===== config.mk =====
export PLATFORM = sky130hd
export DESIGN_NAME = sv39w_ctrl
export DESIGN_NICKNAME = d
export VERILOG_FILES = /design/src/hw/rtl/sv39w_pkg.sv /design/src/hw/rtl/sv39w_ctrl.sv
export SDC_FILE = /design/constraint.sdc
export NUM_CORES = 1
export LEC_CHECK = 0
export ABC_AREA = 1
export BUFFER_PORTS_ARGS = -buffer_cell sky130_fd_sc_hd__buf_2
export CORE_AREA = 2 2 39 41
export CTS_CLUSTER_SIZE = 30
export DETAILED_ROUTE_END_ITERATION = 12
export DIE_AREA = 0 0 41 43
export PLACE_DENSITY = 0.76
export SYNTH_ARGS = -nofsm -noshare
export SYNTH_HDL_FRONTEND = slang
export SYNTH_SLANG_ARGS = --single-unit

===== constraint.sdc =====
create_clock -name clk -period 1.8 [get_ports clk]
set_input_delay 0.18 -clock clk [delete_from_list [all_inputs] [get_ports clk]]
set_output_delay 0.18 -clock clk [all_outputs]
set_load 0.01 [all_outputs]

===== src/hw/rtl/sv39w_pkg.sv =====
`default_nettype none

package sv39w_pkg;

	localparam int TABLE_PAGES = 16;
	localparam int VPN_W       = 9;
	localparam int FLAG_W      = 10;
	localparam int PAGE_SHIFT  = 12;
	localparam int PPN_W       = 44;
	localparam int ENTRY_W     = PPN_W + FLAG_W;
	localparam int VA_W        = 39;
	localparam int PA_W        = 56;
	localparam int PAGE_W      = $clog2(TABLE_PAGES);
	localparam int ADDR_W      = PAGE_W + VPN_W;
	localparam int STORE_DEPTH = TABLE_PAGES * (1 << VPN_W);
	localparam int NFP_W       = $clog2(TABLE_PAGES + 1);

	localparam logic [PPN_W-1:0]  BASE_RESET = PPN_W'(524288);
	localparam logic [FLAG_W-1:0] BIT_V      = FLAG_W'(1);
	localparam logic [FLAG_W-1:0] BITS_AD    = FLAG_W'(8'hC0);

	typedef enum logic [1:0] {
		ST_OK,
		ST_MISSING,
		ST_NO_PAGES,
		ST_OUTSIDE
	} status_t;

	typedef struct packed {
		logic       clr_step;
		logic       load;
		logic       rd;
		logic       wr_inter;
		logic       wr_leaf;
		logic       take_next;
		logic       cap_leaf;
		logic       fail;
		status_t    fail_code;
		logic       publish;
		logic [1:0] level;
	} cmd_t;

	typedef struct packed {
		logic clr_done;
		logic func;
		logic ent_valid;
		logic ent_inside;
		logic pages_left;
	} sts_t;

	function automatic logic [VPN_W-1:0] vpn_of(input logic [VA_W-1:0] va,
		input logic [1:0] level);
		logic [VPN_W-1:0] v;
		case (level)
			2'd2: v = va[PAGE_SHIFT + 2 * VPN_W +: VPN_W];
			2'd1: v = va[PAGE_SHIFT + VPN_W +: VPN_W];
			default: v = va[PAGE_SHIFT +: VPN_W];
		endcase
		return v;
	endfunction

endpackage

`default_nettype wire


===== src/hw/rtl/sv39w_ctrl.sv =====
`default_nettype none

module sv39w_ctrl (
	input  wire logic            clk,
	input  wire logic            arst_n,
	input  wire logic            req_valid,
	output logic                 req_ready,
	output logic                 rsp_valid,
	input  wire logic            rsp_ready,
	output sv39w_pkg::cmd_t      cmd,
	input  wire sv39w_pkg::sts_t sts
);

	typedef enum logic [2:0] {
		S_CLEAR,
		S_IDLE,
		S_READ,
		S_EVAL,
		S_LEAF_WR,
		S_DONE
	} state_t;

	state_t     state_q, state_d;
	logic [1:0] level_q, level_d;
	logic       rsp_valid_q;

	always_comb begin
		state_d       = state_q;
		level_d       = level_q;
		req_ready     = 1'b0;
		cmd           = '0;
		cmd.fail_code = sv39w_pkg::ST_OK;
		cmd.level     = level_q;
		case (state_q)
			S_CLEAR: begin
				cmd.clr_step = 1'b1;
				if (sts.clr_done) begin
					state_d = S_IDLE;
				end
			end
			S_IDLE: begin
				req_ready = 1'b1;
				if (req_valid) begin
					cmd.load = 1'b1;
					level_d  = 2'd2;
					state_d  = S_READ;
				end
			end
			S_READ: begin
				cmd.rd  = 1'b1;
				state_d = S_EVAL;
			end
			S_EVAL: begin
				if (level_q == 2'd0) begin
					cmd.cap_leaf = 1'b1;
					state_d      = S_DONE;
				end else if (sts.ent_valid && !sts.ent_inside) begin
					cmd.fail      = 1'b1;
					cmd.fail_code = sv39w_pkg::ST_OUTSIDE;
					state_d       = S_DONE;
				end else if (!sts.ent_valid && !sts.func) begin
					cmd.fail      = 1'b1;
					cmd.fail_code = sv39w_pkg::ST_MISSING;
					state_d       = S_DONE;
				end else if (!sts.ent_valid && !sts.pages_left) begin
					cmd.fail      = 1'b1;
					cmd.fail_code = sv39w_pkg::ST_NO_PAGES;
					state_d       = S_DONE;
				end else begin
					cmd.take_next = sts.ent_valid;
					cmd.wr_inter  = !sts.ent_valid;
					level_d       = level_q - 2'd1;
					if (level_q == 2'd1 && sts.func) begin
						state_d = S_LEAF_WR;
					end else begin
						state_d = S_READ;
					end
				end
			end
			S_LEAF_WR: begin
				cmd.wr_leaf = 1'b1;
				state_d     = S_DONE;
			end
			S_DONE: begin
				if (!rsp_valid_q || rsp_ready) begin
					cmd.publish = 1'b1;
					state_d     = S_IDLE;
				end
			end
			default: begin
				state_d = S_IDLE;
			end
		endcase
	end

	always_ff @(posedge clk or negedge arst_n) begin
		if (!arst_n) begin
			state_q     <= S_CLEAR;
			level_q     <= 2'd2;
			rsp_valid_q <= 1'b0;
		end else begin
			state_q <= state_d;
			level_q <= level_d;
			if (cmd.publish) begin
				rsp_valid_q <= 1'b1;
			end else if (rsp_ready) begin
				rsp_valid_q <= 1'b0;
			end
		end
	end

	assign rsp_valid = rsp_valid_q;

	a_claim_in_range: assert property (@(posedge clk) disable iff (!arst_n)
		cmd.wr_inter |-> sts.pages_left && level_q != 2'd0)
		else $error("table claimed with no page left or at leaf level");

	a_one_mem_op: assert property (@(posedge clk) disable iff (!arst_n)
		$onehot0({cmd.clr_step, cmd.rd, cmd.wr_inter, cmd.wr_leaf}))
		else $error("more than one store access in a cycle");

	a_no_overwrite: assert property (@(posedge clk) disable iff (!arst_n)
		cmd.publish |-> !rsp_valid_q || rsp_ready)
		else $error("result published over a pending transfer");

	a_leaf_write_map: assert property (@(posedge clk) disable iff (!arst_n)
		cmd.wr_leaf |-> sts.func && level_q == 2'd0)
		else $error("leaf written outside a map at level zero");

	a_no_accept_in_clear: assert property (@(posedge clk) disable iff (!arst_n)
		state_q == S_CLEAR |-> !req_ready)
		else $error("request accepted during clearing pass");

endmodule

`default_nettype wire


==> flow_metrics.tcl <==
set metrics [dict create \
    cts_root_buffer "clkbuf_4" \
    drive_above_1_share_pct 33.9 \
    cts_tree "done" \
    r2r_end "state_q[1]$_DFFE_PN0P_" \
    multi_input_area_um2 310 \
    grt_max_degree 7 \
    slew_headroom_pct 84.6 \
    setup.worst_path.end "cmd[4]" \
    synth_seq_area_share_pct 29.0 \
    synth.distinct_cells 18 \
    htreeDepth 1 \
    synthesis.nets 95 \
    whs_ps 217 \
    num_vias 591 \
    grt_pass1_vias 511 \
    seq_area_um2 151 \
    gp_congestion 0.812 \
    avgSynthCellArea_um2 6.21 \
    die_area_mm2 0.00176 \
    reg2reg_depth 7 \
    cp-end-kind "primary output" \
    route.detailed.drc 0 \
    skew_ps 9.26 \
    clk_pin_slew_ps 40 \
    rsz0062_at_grt "no" \
    worstPathRequired_ps 1620 \
    grt_usage_pct 16.4 \
    worstHoldPathType "in2reg" \
    power_density_mw_per_mm2 1490 \
    cp-start-kind "register" \
    die_w_um 41 \
    areaGrowthSynthToFinish_pct 34.3 \
    hold_viol_final 0 \
    portBuffers 23 \
    cts_buffers 3 \
    crit_start "level_q[1]$_DFFE_PN1P_" \
    crit_slowest_cell "dfstp_2" \
    worstSetupPathType "reg2out" \
    slowest_delay_ps 530 \
    core_mm2 0.00138 \
    worst_pin_slew_ps 232 \
    min_period_ps 1670 \
    dpl.hpwl_um 981 \
    fin_setup_tns_ps 0 \
    cp.arrival_ps 1490 \
    std_cell_rows 14 \
    clock_latency_ps 250 \
    drtAntennaViolNets 0 \
    crit_path_frequent_cell "inv_1" \
    max_freq_mhz 598 \
    first_pass_iters 3 \
    clkSinkCount 6 \
    setup_violations 0 \
    path_cells "inv_1 > ha_2 > inv_1 > nand2_2 > a211oi_2 > buf_2" \
    worst-path-max-fanout 5 \
    fill_cells 153 \
    initial_core_util_pct 37.7 \
    finalPower_w 0.00104 \
    clock_path_buffers 2 \
    synthCells 84 \
    holdPathStages 4 \
    reg2reg_from "level_q[1]$_DFFE_PN1P_" \
    die_h_um 43 \
    synthesis.area_um2 522 \
    outcome "complete, no violations" \
    maxCapViolations 0 \
    layout_worst_path_cycle_share_pct 93.0 \
    via_per_inst 4.62 \
    n_antenna_cell 0 \
    maxSlewViolCount 0 \
    power.leakage_nw 0.441 \
    ys_ff_latch 6 \
    grt_pass1_wl_mm 1.93 \
    peakVddDrop_mv 0.625 \
    drt_wl_total_mm 1.19 \
    grt-ovfl-total 0 \
    fin_nets 124 \
    synth_warnings 0 \
    io_pins 24 \
    avgRoutedWirePerCell_um 9.27 \
    antenna_found_initial 0 \
    r2r_slack_ps 490 \
    drt_iter0_markers 8 \
]
==> sequential cells by signal, indices dropped and copies added (netlist names) <==
register / flops
state_q: 3
rsp_valid: 1
level_q: 2
==> layout make-up <==
type,instances,area share [%]
Tap cell,16,2.86
Sequential cell,6,21.6
Inverter,18,9.64
Timing Repair Buffer,24,17.9
Clock buffer,4,3.75
Multi-Input combinational cell,60,44.3
==> critical path: cells and delay by family, from the launching register on <==
| kind | cells | cell delay, ps |
|---|---|---|
| flip-flops | 1 | 530 |
| buffers and inverters | 3 | 290 |
| adder cells (fa/ha/maj) | 1 | 200 |
| AO/OA/AOI/OAI | 1 | 140 |
| AND/OR/NAND/NOR | 1 | 90 |
==> synth_stat cells <==
cell / number / share of area [%]
o21bai_4: 1 / 3.6
inv_2: 1 / 0.72
nand3b_1: 1 / 1.4
dfrtp_1: 5 / 24
nand2_2: 4 / 4.8
nor2_4: 1 / 2.2
nor2_2: 1 / 1.2
o21ai_0: 1 / 0.96
nor2_1: 14 / 10
inv_1: 17 / 12
a211oi_1: 1 / 1.4
a21oi_1: 2 / 1.9
nand2_1: 22 / 16
nor3_1: 1 / 0.96
nand3_1: 8 / 7.7
dfstp_2: 1 / 5.0
or2_2: 1 / 1.2
ha_1: 2 / 4.8
==> per-stage QoR <==
| step | setup slack [ps] | cell area, µm² | cells | utilization (%) |
|---|---|---|---|---|
| after global routing | 34.2 | 701 | 128 | 50.6 |
| after CTS | 33.5 | 693 | 128 | 50.1 |
| after floorplan | 298 | 522 | 84 | - |
| final | 127 | 701 | 128 | 50.6 |
| after global placement | 323 | 657 | 123 | 47.5 |
| after detailed placement | 293 | 657 | 123 | 47.5 |
==> layer usage <==
| metal | vias up | part of all wire [%] | routed length, µm | GRT usage (%) |
|---|---|---|---|---|
| met5 | - | 0 | 0 | 0 |
| met4 | 0 | 0.42 | 5 | 6.00 |
| met3 | 2 | 5.9 | 70 | 4.71 |
| met2 | 21 | 53 | 632 | 28.4 |
| met1 | 258 | 40 | 477 | 17.6 |
| li1 | 310 | - | - | - |
==> power breakdown <==
group          switching [W]  internal, W
sequential         0.0000663     0.000205
combinational       0.000390     0.000248
clock              0.0000512    0.0000841
total               0.000507     0.000537
==> layout by cell type, fill, tap and decap left out, types with 2 or more instances in the layout <==
cell type  netlist  routed
buf_2            0      23
nand2_1         22      22
inv_1           17      17
nor2_1          14      14
nand3_1          8       8
dfrtp_1          5       5
nand2_2          4       4
clkbuf_4         0       3
a21oi_1          2       2
==> kinds of logic (layout without fill, tap and decap cells) <==
family	Yosys count	after routing	synth area share, %
buffers and inverters	18	46	12.9
DFF	6	6	29.0
and+or+nand+nor	53	53	45.3
AOI/OAI and AO/OA	5	5	7.91
adders and majority gates	2	2	4.80
==> what timing repair did <==
action	CTS	global route
hold buffers	1	0
setup buffers	0	0
endpoints found under the hold margin	6	0
resized for setup	0	2
setup endpoints to repair	0	2
==> worst min-delay path by stage <==
stage | startpoint | endpoint | slack, ps
after floorplan | arst_n | level_q[0]$_DFFE_PN0P_ | -120
after global placement | arst_n | state_q[2]$_DFFE_PN0P_ | 5
after detailed placement | arst_n | rsp_valid$_DFFE_PN0P_ | 8
after CTS | rsp_ready | rsp_valid$_DFFE_PN0P_ | 210
after global routing | rsp_ready | rsp_valid$_DFFE_PN0P_ | 240
final | rsp_ready | rsp_valid$_DFFE_PN0P_ | 220
(Power assumes the default switching activity.)
